`config.mk`:
```
export PLATFORM = sky130hd
export DESIGN_NAME = raw_preview_downscale_sqrt_gamma
export DESIGN_NICKNAME = d
export VERILOG_FILES = /design/src/hw/rtl/rpds_pkg.sv /design/src/hw/rtl/rpds_gamma_cell.sv /design/src/hw/rtl/rpds_div.sv /design/src/hw/rtl/raw_preview_downscale_sqrt_gamma.sv
export SDC_FILE = /design/constraint.sdc
export NUM_CORES = 2
export LEC_CHECK = 0
export ABC_AREA = 0
export BUFFER_PORTS_ARGS = -buffer_cell sky130_fd_sc_hd__buf_4
export CAP_MARGIN = 20
export CORE_MARGIN = 2
export CORE_UTILIZATION = 40
export CTS_BUF_LIST = sky130_fd_sc_hd__clkbuf_8
export CTS_CLUSTER_DIAMETER = 30
export DETAILED_ROUTE_END_ITERATION = 12
export HOLD_SLACK_MARGIN = 0.1
export PLACE_DENSITY = 0.63
export SLEW_MARGIN = 20
export SYNTH_ARGS = -nofsm -noshare
export SYNTH_HDL_FRONTEND = slang
export SYNTH_SLANG_ARGS = --single-unit
```
`constraint.sdc`:
```
create_clock -name clk -period 12.1 [get_ports clk]
set_input_delay 0.605 -clock clk [delete_from_list [all_inputs] [get_ports clk]]
set_output_delay 0.605 -clock clk [all_outputs]
set_load 0.02 [all_outputs]
```
`src/hw/rtl/rpds_pkg.sv`:
```
package rpds_pkg;

    localparam int GRAY_BITS = 8;
    localparam int RHS_W     = 34;
    localparam int CODE_W    = 16;
    localparam int COUNT_W   = 19;
    localparam int COORD_W   = 9;

    localparam logic [RHS_W-1:0]   RHS_SCALE  = 34'd260100;
    localparam logic [7:0]         ALPHA      = 8'hff;
    localparam logic [CODE_W-1:0]  CODE_FULL  = 16'hffff;

    localparam logic [14:0] RESET_SOURCE_WIDTH   = 15'd1024;
    localparam logic [14:0] RESET_SOURCE_HEIGHT  = 15'd1024;
    localparam logic [9:0]  RESET_PREVIEW_WIDTH  = 10'd512;
    localparam logic [9:0]  RESET_PREVIEW_HEIGHT = 10'd512;

    localparam logic [1:0] REG_SOURCE_WIDTH   = 2'd0;
    localparam logic [1:0] REG_SOURCE_HEIGHT  = 2'd1;
    localparam logic [1:0] REG_PREVIEW_WIDTH  = 2'd2;
    localparam logic [1:0] REG_PREVIEW_HEIGHT = 2'd3;

    typedef enum logic [1:0] {
        ST_START,
        ST_DIV,
        ST_LOAD,
        ST_RUN
    } rpds_state_t;

    typedef struct packed {
        logic [COORD_W-1:0] x;
        logic [COORD_W-1:0] y;
        logic               done;
        logic [CODE_W-1:0]  min_code;
        logic [CODE_W-1:0]  max_code;
        logic [COUNT_W-1:0] count;
    } rpds_side_t;

    typedef struct packed {
        logic [GRAY_BITS-1:0] gray;
        logic [RHS_W-1:0]     rhs;
        rpds_side_t           side;
    } rpds_stage_t;

endpackage

```
`src/hw/rtl/rpds_gamma_cell.sv`:
```
module rpds_gamma_cell #(
    parameter int BIT = 7
) (
    input  logic                 clk,
    input  logic                 rst_n,
    input  logic                 up_valid,
    input  rpds_pkg::rpds_stage_t up_stage,
    input  logic                 down_take,
    output logic                 take,
    output logic                 valid,
    output rpds_pkg::rpds_stage_t stage
);

    logic                                 valid_reg;
    rpds_pkg::rpds_stage_t                stage_reg;
    rpds_pkg::rpds_stage_t                stage_next;
    logic [rpds_pkg::GRAY_BITS-1:0]       cand;
    logic [rpds_pkg::GRAY_BITS:0]         odd;
    logic [2*rpds_pkg::GRAY_BITS+1:0]     sq;
    logic [rpds_pkg::RHS_W-1:0]           lhs;

    assign take  = !valid_reg || down_take;
    assign valid = valid_reg;
    assign stage = stage_reg;

    // test candidate with this bit set: (2c-1)^2 * 65535 <= rhs
    always_comb
    begin
        cand = up_stage.gray | (rpds_pkg::GRAY_BITS'(1) << BIT);
        odd  = {cand, 1'b0} - (rpds_pkg::GRAY_BITS+1)'(1);
        sq   = {{(rpds_pkg::GRAY_BITS+1){1'b0}}, odd} *
               {{(rpds_pkg::GRAY_BITS+1){1'b0}}, odd};
        lhs  = {sq, 16'b0} - {16'b0, sq};
        stage_next = up_stage;
        if (lhs <= up_stage.rhs)
        begin
            stage_next.gray = cand;
        end
    end

    always_ff @(posedge clk or negedge rst_n)
    begin
        if (!rst_n)
        begin
            valid_reg <= 1'b0;
        end
        else if (take)
        begin
            valid_reg <= up_valid;
        end
    end

    always_ff @(posedge clk)
    begin
        if (take)
        begin
            stage_reg <= stage_next;
        end
    end

endmodule

```
`src/hw/rtl/rpds_div.sv`:
```
module rpds_div #(
    parameter int SRC_W = 15,
    parameter int PRV_W = 10
) (
    input  logic             clk,
    input  logic             rst_n,
    input  logic             start,
    input  logic [SRC_W-1:0] dividend,
    input  logic [PRV_W-1:0] prv,
    output logic             busy,
    output logic [PRV_W:0]   den,
    output logic [SRC_W-1:0] init_pick,
    output logic [PRV_W:0]   init_rem,
    output logic [SRC_W-1:0] step_q,
    output logic [PRV_W:0]   step_r
);

    localparam int CNT_W = $clog2(SRC_W + 1);

    logic [CNT_W-1:0] cnt_reg, cnt_next;
    logic             fin_reg, fin_next;
    logic [SRC_W-1:0] dvd_reg, dvd_next;
    logic [SRC_W-1:0] quo_reg, quo_next;
    logic [PRV_W:0]   rem_reg, rem_next;
    logic [PRV_W:0]   den_reg, den_next;
    logic [PRV_W+1:0] trial;
    logic             ge;
    logic [PRV_W+1:0] dbl;
    logic             carry;
    logic [SRC_W-1:0] init_pick_reg;
    logic [PRV_W:0]   init_rem_reg;
    logic [SRC_W-1:0] step_q_reg;
    logic [PRV_W:0]   step_r_reg;

    assign busy      = (cnt_reg != '0) || fin_reg;
    assign den       = den_reg;
    assign init_pick = init_pick_reg;
    assign init_rem  = init_rem_reg;
    assign step_q    = step_q_reg;
    assign step_r    = step_r_reg;

    always_comb
    begin
        trial    = {rem_reg, dvd_reg[SRC_W-1]};
        ge       = trial >= {1'b0, den_reg};
        dbl      = {rem_reg, 1'b0};
        carry    = dbl >= {1'b0, den_reg};
        cnt_next = cnt_reg;
        fin_next = 1'b0;
        dvd_next = dvd_reg;
        quo_next = quo_reg;
        rem_next = rem_reg;
        den_next = den_reg;
        if (start)
        begin
            cnt_next = CNT_W'(SRC_W);
            dvd_next = dividend;
            quo_next = '0;
            rem_next = '0;
            den_next = {prv, 1'b0};
        end
        else if (cnt_reg != '0)
        begin
            cnt_next = cnt_reg - CNT_W'(1);
            fin_next = (cnt_reg == CNT_W'(1));
            dvd_next = {dvd_reg[SRC_W-2:0], 1'b0};
            quo_next = {quo_reg[SRC_W-2:0], ge};
            rem_next = (PRV_W+1)'(ge ? trial - {1'b0, den_reg} : trial);
        end
    end

    always_ff @(posedge clk or negedge rst_n)
    begin
        if (!rst_n)
        begin
            cnt_reg <= '0;
            fin_reg <= 1'b0;
        end
        else
        begin
            cnt_reg <= cnt_next;
            fin_reg <= fin_next;
        end
    end

    always_ff @(posedge clk)
    begin
        dvd_reg <= dvd_next;
        quo_reg <= quo_next;
        rem_reg <= rem_next;
        den_reg <= den_next;
        if (fin_reg)
        begin
            init_pick_reg <= quo_reg;
            init_rem_reg  <= rem_reg;
            step_q_reg    <= {quo_reg[SRC_W-2:0], carry};
            step_r_reg    <= (PRV_W+1)'(carry ? dbl - {1'b0, den_reg} : dbl);
        end
    end

endmodule

```
`src/hw/rtl/raw_preview_downscale_sqrt_gamma.sv`:
```
// Channel  Direction  Signals                                  Item
// raw      sink       raw_valid, raw_ready, raw_code           one source sample
// pixel    source     pixel_valid, pixel_ready, pixel_argb ..  one preview pixel
// apb      sink       psel, penable, pwrite, paddr, pwdata     register access
//
// One raw item is taken per cycle while raw_ready is high; unpicked samples give no pixel.
// A picked sample reaches pixel_valid through the entry register, which loads at
// its accepting edge, and then through 8 gray search cells, one gray bit a cell.
// After reset and after every register write, raw_ready stays low while the two
// serial dividers work out the column and row pick steps, one quotient bit a cycle.
// A stalled pixel holds its cell; earlier cells keep filling until the chain is full.
module raw_preview_downscale_sqrt_gamma #(
    parameter int MAX_SOURCE_EDGE  = 16384,
    parameter int MAX_PREVIEW_EDGE = 512
) (
    input  logic        clk,
    input  logic        rst_n,
    input  logic        psel,
    input  logic        penable,
    input  logic        pwrite,
    input  logic [3:0]  paddr,
    input  logic [31:0] pwdata,
    output logic [31:0] prdata,
    output logic        pready,
    input  logic        raw_valid,
    output logic        raw_ready,
    input  logic [15:0] raw_code,
    output logic        pixel_valid,
    input  logic        pixel_ready,
    output logic [31:0] pixel_argb,
    output logic [8:0]  preview_x,
    output logic [8:0]  preview_y,
    output logic        frame_done,
    output logic [15:0] min_code,
    output logic [15:0] max_code,
    output logic [18:0] samples_taken
);

    localparam int SRC_W = $clog2(MAX_SOURCE_EDGE + 1);
    localparam int PRV_W = $clog2(MAX_PREVIEW_EDGE + 1);
    localparam int CELLS = rpds_pkg::GRAY_BITS;

    rpds_pkg::rpds_state_t state_reg, state_next;

    logic [14:0] cfg_sw_reg, cfg_sh_reg;
    logic [9:0]  cfg_pw_reg, cfg_ph_reg;
    logic        cfg_write;
    logic [1:0]  cfg_index;

    logic [SRC_W-1:0] eff_sw, eff_sh;
    logic [PRV_W-1:0] pw_clamp, ph_clamp, eff_pw, eff_ph;

    logic             div_start;
    logic             col_busy, row_busy;
    logic [PRV_W:0]   col_den, row_den;
    logic [SRC_W-1:0] col_init_pick, row_init_pick;
    logic [PRV_W:0]   col_init_rem, row_init_rem;
    logic [SRC_W-1:0] col_step_q, row_step_q;
    logic [PRV_W:0]   col_step_r, row_step_r;

    logic [SRC_W-1:0] src_col_reg, src_col_next, src_row_reg, src_row_next;
    logic [PRV_W-1:0] out_col_reg, out_col_next, out_row_reg, out_row_next;
    logic [SRC_W-1:0] npc_reg, npc_next, npr_reg, npr_next;
    logic [PRV_W:0]   col_rem_reg, col_rem_next, row_rem_reg, row_rem_next;
    logic [15:0]      min_reg, min_next, max_reg, max_next;
    logic [18:0]      samples_reg, samples_next;

    logic [PRV_W+1:0] col_sum, row_sum;
    logic             col_carry, row_carry;
    logic [PRV_W:0]   col_rem_adv, row_rem_adv;
    logic [SRC_W-1:0] col_pick_adv, row_pick_adv;

    logic                  accept;
    logic                  picked;
    logic                  s0_valid_reg;
    rpds_pkg::rpds_stage_t s0_stage_reg, s0_stage_next;

    rpds_pkg::rpds_stage_t stage_w [0:CELLS];
    logic [CELLS:0]        valid_w;
    logic [CELLS:0]        take_w;

    // configuration port
    assign pready    = 1'b1;
    assign cfg_write = psel && penable && pwrite && pready;
    assign cfg_index = paddr[3:2];

    always_comb
    begin
        unique case (cfg_index)
            rpds_pkg::REG_SOURCE_WIDTH:   prdata = {17'b0, cfg_sw_reg};
            rpds_pkg::REG_SOURCE_HEIGHT:  prdata = {17'b0, cfg_sh_reg};
            rpds_pkg::REG_PREVIEW_WIDTH:  prdata = {22'b0, cfg_pw_reg};
            rpds_pkg::REG_PREVIEW_HEIGHT: prdata = {22'b0, cfg_ph_reg};
        endcase
    end

    always_ff @(posedge clk or negedge rst_n)
    begin
        if (!rst_n)
        begin
            cfg_sw_reg <= rpds_pkg::RESET_SOURCE_WIDTH;
            cfg_sh_reg <= rpds_pkg::RESET_SOURCE_HEIGHT;
            cfg_pw_reg <= rpds_pkg::RESET_PREVIEW_WIDTH;
            cfg_ph_reg <= rpds_pkg::RESET_PREVIEW_HEIGHT;
        end
        else if (cfg_write)
        begin
            unique case (cfg_index)
                rpds_pkg::REG_SOURCE_WIDTH:   cfg_sw_reg <= pwdata[14:0];
                rpds_pkg::REG_SOURCE_HEIGHT:  cfg_sh_reg <= pwdata[14:0];
                rpds_pkg::REG_PREVIEW_WIDTH:  cfg_pw_reg <= pwdata[9:0];
                rpds_pkg::REG_PREVIEW_HEIGHT: cfg_ph_reg <= pwdata[9:0];
            endcase
        end
    end

    // effective frame and preview sizes
    always_comb
    begin
        if (cfg_sw_reg == '0)
            eff_sw = SRC_W'(1);
        else if (32'(cfg_sw_reg) > 32'(MAX_SOURCE_EDGE))
            eff_sw = SRC_W'(MAX_SOURCE_EDGE);
        else
            eff_sw = SRC_W'(cfg_sw_reg);

        if (cfg_sh_reg == '0)
            eff_sh = SRC_W'(1);
        else if (32'(cfg_sh_reg) > 32'(MAX_SOURCE_EDGE))
            eff_sh = SRC_W'(MAX_SOURCE_EDGE);
        else
            eff_sh = SRC_W'(cfg_sh_reg);

        if (cfg_pw_reg == '0)
            pw_clamp = PRV_W'(1);
        else if (32'(cfg_pw_reg) > 32'(MAX_PREVIEW_EDGE))
            pw_clamp = PRV_W'(MAX_PREVIEW_EDGE);
        else
            pw_clamp = PRV_W'(cfg_pw_reg);

        if (cfg_ph_reg == '0)
            ph_clamp = PRV_W'(1);
        else if (32'(cfg_ph_reg) > 32'(MAX_PREVIEW_EDGE))
            ph_clamp = PRV_W'(MAX_PREVIEW_EDGE);
        else
            ph_clamp = PRV_W'(cfg_ph_reg);

        eff_pw = (32'(pw_clamp) < 32'(eff_sw)) ? pw_clamp : PRV_W'(eff_sw);
        eff_ph = (32'(ph_clamp) < 32'(eff_sh)) ? ph_clamp : PRV_W'(eff_sh);
    end

    // setup sequencer
    always_comb
    begin
        state_next = state_reg;
        unique case (state_reg)
            rpds_pkg::ST_START: state_next = rpds_pkg::ST_DIV;
            rpds_pkg::ST_DIV:
            begin
                if (!col_busy && !row_busy)
                    state_next = rpds_pkg::ST_LOAD;
            end
            rpds_pkg::ST_LOAD:  state_next = rpds_pkg::ST_RUN;
            rpds_pkg::ST_RUN:   state_next = rpds_pkg::ST_RUN;
        endcase
        if (cfg_write)
            state_next = rpds_pkg::ST_START;
    end

    always_comb
    begin
        div_start = 1'b0;
        raw_ready = 1'b0;
        unique case (state_reg)
            rpds_pkg::ST_START: div_start = 1'b1;
            rpds_pkg::ST_DIV:   div_start = 1'b0;
            rpds_pkg::ST_LOAD:  div_start = 1'b0;
            rpds_pkg::ST_RUN:   raw_ready = take_w[0];
        endcase
    end

    always_ff @(posedge clk or negedge rst_n)
    begin
        if (!rst_n)
            state_reg <= rpds_pkg::ST_START;
        else
            state_reg <= state_next;
    end

    rpds_div #(
        .SRC_W (SRC_W),
        .PRV_W (PRV_W)
    ) u_col_div (
        .clk       (clk),
        .rst_n     (rst_n),
        .start     (div_start),
        .dividend  (eff_sw),
        .prv       (eff_pw),
        .busy      (col_busy),
        .den       (col_den),
        .init_pick (col_init_pick),
        .init_rem  (col_init_rem),
        .step_q    (col_step_q),
        .step_r    (col_step_r)
    );

    rpds_div #(
        .SRC_W (SRC_W),
        .PRV_W (PRV_W)
    ) u_row_div (
        .clk       (clk),
        .rst_n     (rst_n),
        .start     (div_start),
        .dividend  (eff_sh),
        .prv       (eff_ph),
        .busy      (row_busy),
        .den       (row_den),
        .init_pick (row_init_pick),
        .init_rem  (row_init_rem),
        .step_q    (row_step_q),
        .step_r    (row_step_r)
    );

    // position tracking and running statistics
    assign accept = raw_valid && raw_ready;

    always_comb
    begin
        col_sum      = {1'b0, col_rem_reg} + {1'b0, col_step_r};
        col_carry    = col_sum >= {1'b0, col_den};
        col_rem_adv  = (PRV_W+1)'(col_carry ? col_sum - {1'b0, col_den} : col_sum);
        col_pick_adv = npc_reg + col_step_q + SRC_W'(col_carry);
        row_sum      = {1'b0, row_rem_reg} + {1'b0, row_step_r};
        row_carry    = row_sum >= {1'b0, row_den};
        row_rem_adv  = (PRV_W+1)'(row_carry ? row_sum - {1'b0, row_den} : row_sum);
        row_pick_adv = npr_reg + row_step_q + SRC_W'(row_carry);

        picked = (out_row_reg < eff_ph) && (out_col_reg < eff_pw) &&
                 (src_row_reg == npr_reg) && (src_col_reg == npc_reg);

        src_col_next = src_col_reg;
        src_row_next = src_row_reg;
        out_col_next = out_col_reg;
        out_row_next = out_row_reg;
        npc_next     = npc_reg;
        npr_next     = npr_reg;
        col_rem_next = col_rem_reg;
        row_rem_next = row_rem_reg;
        min_next     = min_reg;
        max_next     = max_reg;
        samples_next = samples_reg;

        if (accept && picked)
        begin
            if (raw_code < min_reg)
                min_next = raw_code;
            if (raw_code > max_reg)
                max_next = raw_code;
            samples_next = samples_reg + 19'd1;
            out_col_next = out_col_reg + PRV_W'(1);
            if (out_col_reg + PRV_W'(1) < eff_pw)
            begin
                npc_next     = col_pick_adv;
                col_rem_next = col_rem_adv;
            end
            else
            begin
                npc_next     = eff_sw;
                col_rem_next = '0;
            end
        end

        s0_stage_next.gray          = '0;
        s0_stage_next.rhs           = rpds_pkg::RHS_W'({18'b0, raw_code} * rpds_pkg::RHS_SCALE);
        s0_stage_next.side.x        = rpds_pkg::COORD_W'(out_col_reg);
        s0_stage_next.side.y        = rpds_pkg::COORD_W'(out_row_reg);
        s0_stage_next.side.done     = (out_row_reg + PRV_W'(1) == eff_ph) &&
                                      (out_col_reg + PRV_W'(1) == eff_pw);
        s0_stage_next.side.min_code = min_next;
        s0_stage_next.side.max_code = max_next;
        s0_stage_next.side.count    = samples_next;

        if (accept)
        begin
            if (src_col_reg + SRC_W'(1) >= eff_sw)
            begin
                src_col_next = '0;
                if ((out_row_reg < eff_ph) && (src_row_reg == npr_reg))
                begin
                    out_row_next = out_row_reg + PRV_W'(1);
                    out_col_next = '0;
                    npc_next     = col_init_pick;
                    col_rem_next = col_init_rem;
                    if (out_row_reg + PRV_W'(1) < eff_ph)
                    begin
                        npr_next     = row_pick_adv;
                        row_rem_next = row_rem_adv;
                    end
                    else
                    begin
                        npr_next     = eff_sh;
                        row_rem_next = '0;
                    end
                end
                src_row_next = src_row_reg + SRC_W'(1);
            end
            else
            begin
                src_col_next = src_col_reg + SRC_W'(1);
            end
        end

        // restart the frame after setup and after the last source row
        if ((state_reg == rpds_pkg::ST_LOAD) ||
            (accept && (src_col_reg + SRC_W'(1) >= eff_sw) &&
             (src_row_reg + SRC_W'(1) >= eff_sh)))
        begin
            src_col_next = '0;
            src_row_next = '0;
            out_col_next = '0;
            out_row_next = '0;
            npc_next     = col_init_pick;
            npr_next     = row_init_pick;
            col_rem_next = col_init_rem;
            row_rem_next = row_init_rem;
            min_next     = rpds_pkg::CODE_FULL;
            max_next     = '0;
            samples_next = '0;
        end
    end

    always_ff @(posedge clk or negedge rst_n)
    begin
        if (!rst_n)
        begin
            src_col_reg <= '0;
            src_row_reg <= '0;
            out_col_reg <= '0;
            out_row_reg <= '0;
            npc_reg     <= '0;
            npr_reg     <= '0;
            col_rem_reg <= '0;
            row_rem_reg <= '0;
            min_reg     <= rpds_pkg::CODE_FULL;
            max_reg     <= '0;
            samples_reg <= '0;
        end
        else
        begin
            src_col_reg <= src_col_next;
            src_row_reg <= src_row_next;
            out_col_reg <= out_col_next;
            out_row_reg <= out_row_next;
            npc_reg     <= npc_next;
            npr_reg     <= npr_next;
            col_rem_reg <= col_rem_next;
            row_rem_reg <= row_rem_next;
            min_reg     <= min_next;
            max_reg     <= max_next;
            samples_reg <= samples_next;
        end
    end

    // entry register
    assign take_w[0]  = !s0_valid_reg || take_w[1];
    assign valid_w[0] = s0_valid_reg;
    assign stage_w[0] = s0_stage_reg;

    always_ff @(posedge clk or negedge rst_n)
    begin
        if (!rst_n)
            s0_valid_reg <= 1'b0;
        else if (take_w[0])
            s0_valid_reg <= accept && picked;
    end

    always_ff @(posedge clk)
    begin
        if (take_w[0])
            s0_stage_reg <= s0_stage_next;
    end

    // gray search chain, most significant bit first
    for (genvar j = 1; j <= CELLS; j++)
    begin : g_cell
        logic down_take;
        if (j == CELLS)
        begin : g_last
            assign down_take = pixel_ready;
        end
        else
        begin : g_mid
            assign down_take = take_w[j+1];
        end

        rpds_gamma_cell #(
            .BIT (CELLS - j)
        ) u_cell (
            .clk       (clk),
            .rst_n     (rst_n),
            .up_valid  (valid_w[j-1]),
            .up_stage  (stage_w[j-1]),
            .down_take (down_take),
            .take      (take_w[j]),
            .valid     (valid_w[j]),
            .stage     (stage_w[j])
        );
    end

    assign pixel_valid   = valid_w[CELLS];
    assign pixel_argb    = {rpds_pkg::ALPHA, stage_w[CELLS].gray,
                            stage_w[CELLS].gray, stage_w[CELLS].gray};
    assign preview_x     = stage_w[CELLS].side.x;
    assign preview_y     = stage_w[CELLS].side.y;
    assign frame_done    = stage_w[CELLS].side.done;
    assign min_code      = stage_w[CELLS].side.min_code;
    assign max_code      = stage_w[CELLS].side.max_code;
    assign samples_taken = stage_w[CELLS].side.count;

    a_src_in_frame: assert property (@(posedge clk) disable iff (!rst_n)
        (state_reg == rpds_pkg::ST_RUN) |->
            (src_col_reg < eff_sw) && (src_row_reg < eff_sh))
        else $error("source position outside frame");

    a_out_in_preview: assert property (@(posedge clk) disable iff (!rst_n)
        (state_reg == rpds_pkg::ST_RUN) |->
            (out_col_reg <= eff_pw) && (out_row_reg <= eff_ph))
        else $error("preview position outside preview");

    a_stats_order: assert property (@(posedge clk) disable iff (!rst_n)
        pixel_valid |-> (min_code <= max_code) && (samples_taken != '0))
        else $error("pixel statistics inconsistent");

endmodule
```
==> metrics.txt <==
status completed; Port Buffer Count 150; die footprint ~170000 µm²; Die Height roughly 420 µm; number of H-tree levels 5; most frequent cells in the layout edfxtp_1 (1038), inv_1 (680), ha_1 (654); vias in the first global route around 43k; Worst-path clk slew approximately 0.060 ns; clock buffer depth 4; worst slack, placed approximately 4.3 ns; flops & latches, synth approximately 1.3k; Mapped Cells about 5.4k; Slew HR 0.292; Post-DP HPWL approximately 100000 µm; critical path's slowest cell edfxtp_1; vias per cell slightly above 5; Worst Setup End Kind flop; count of cell types in the netlist 87; commonest non-fill, non-tap cell in the layout edfxtp_1; Final Skew 0.0706 ns; crit-path max cell delay approximately 0.74 ns; clock root cell clkbuf_8; area leader, netlist edfxtp_1; postcts setup bufs 0; post-synthesis async set-or-reset flop share 0.170; worst min path class in2async; violation count after the first detailed-route iteration roughly 2.1k; gpl congestion 0.858; RSZ-0062 raised after global routing no; count of final max-slew check failures 0; grt ovf 0; initial antenna violation count 5; Hold Fails Final Rpt 0; Core Box Area 169000 µm²; # rows approximately 150; post-layout util 0.463; Largest register FFs just over 800; Post-route DRC 0; Max Clock Freq 0.127 GHz; worst-path maximum fanout 13; First-pass DRT Iterations 5; first-pass GRT wire length about 230000 µm; Initial Util 0.402; Syn Area/Cell about 13 µm²; Crit path arrival time roughly 8.6 ns; final hold slack 0.209 ns; Post-synth top flop edfxtp_1; synth top area cells edfxtp_1 (46%), ha_1 (12%), dfrtp_1 (7.5%); vias about 41k; yosys warns 0; Yosys top cell area share 0.459; final worst path period need about 7.9 ns; antenna viol nets, final 0; final worst slack 4.24 ns; Layout Nets about 6.7k; sequential element share of the synthesized area 0.558; I/O pin count 196; Worst Max-Slew Pin Slew roughly 1.1 ns; Final Setup Violations 0; CTS sink count 1314; GRT Util Overall 0.167; Clk Latency, worst-skew pair between 0.9 and 1 ns; layout cell share with drive strength beyond 1 0.135; clock tree from TritonCTS built; total clock buffers created by CTS about 300; fin crit share 0.650; Max Cap Viol 0; Worst EP required approximately 13 ns; cell area after synthesis around 68000 µm²; Area Growth Syn to Fin 15.2%; CP Launch Type flop; largest net degree at the start of global routing approximately 120; wirelength, routed between 100000 and 150000 µm; Fillers approximately 15k; die width around 420 µm; routed len/inst 17.4 µm; Setup TNS 0 ns; CP Class reg2reg; EDFF count, synth 1038
metrics by stage:
stage	cell area, µm²	instances
2_1_floorplan	67900	5415
3_3_place_gp	71400	7654
3_5_place_dp	71400	7654
4_1_cts	78100	8206
5_1_grt	78100	8210
6_report	78100	8210
per-layer routing:
layer / global-route usage / routed length, µm
met5: 0 / 0
met3: 0.0299 / 6060
met4: 0.0654 / 4760
met1: 0.205 / 60200
met2: 0.290 / 71800
worst max-delay path: cells and delay by family (launching register included):
kind                       cells  cell delay [ns]
and+or+nand+nor                7             1.54
DFF                            1             0.74
buffers and inverters          2             0.10
AOI/OAI and AO/OA             12             2.06
adders and majority gates      7             2.69
xor gates and xnor gates       3             0.50
area by class of cell:
cell class | instances | area (µm²) | area share
antenna | 3 | 7.51 | 0.0000961
inverter | 630 | 2370 | 0.0303
tap | 2218 | 2780 | 0.0355
sequential | 1314 | 37800 | 0.484
clock buffer | 317 | 4360 | 0.0558
multi-input combinational | 3301 | 27000 | 0.346
clock inverter | 199 | 1920 | 0.0246
timing repair buffer | 228 | 1830 | 0.0234
synthesized netlist by cell type (all sizes together), types with 63 or more instances:
master	n
mux2	83
a21oi	230
dfrtp	204
fa	161
a21o	88
xnor2	180
nor2b	74
clkbuf	107
nand3	117
nand2b	66
nand2	345
edfxtp	1038
o21ai	275
inv	630
xor2	98
nor2	192
nor3	65
ha	654
buf	63
path summary, 6_finish.rpt:
kind | cells past startpoint | endpoint | slack [ns] | start
max in group asynchronous | 4 | out_col_reg[1] | 9.94 | rst_n
worst min register to register | 0 | g_cell[2].u_cell.stage[16] | 0.40 | g_cell[1].u_cell.stage[16]
worst max register to register | 31 | g_cell[8].u_cell.stage[104] | 4.24 | g_cell[7].u_cell.stage[106]
worst max-delay path | 31 | g_cell[8].u_cell.stage[104] | 4.24 | g_cell[7].u_cell.stage[106]
min in group clk | 3 | g_cell[8].u_cell.valid | 0.38 | pixel_ready
worst min-delay path | 2 | cfg_sw_reg[14] | 0.21 | rst_n
cells by family (layout without fill, tap and decap cells):
family | count (synthesis) | after routing | share of synthesized area
flip-flops | 1314 | 1314 | 0.558
AND/OR/NAND/NOR | 1138 | 1138 | 0.0834
AO/OA/AOI/OAI | 913 | 913 | 0.0851
adder cells (fa/ha/maj) | 817 | 817 | 0.168
buffers and inverters | 800 | 1374 | 0.0470
XOR/XNOR | 278 | 278 | 0.0359
multiplexers | 126 | 126 | 0.0224
other | 2 | 32 | 0.000111
repair_timing:
item	4_1_cts	5_1_grt
resized for setup	0	0
hold endpoints to repair	198	0
hold buffers	36	0
Power is not shown: default switching activity piles up to over one toggle a cycle in this logic, so the estimate is an artifact.
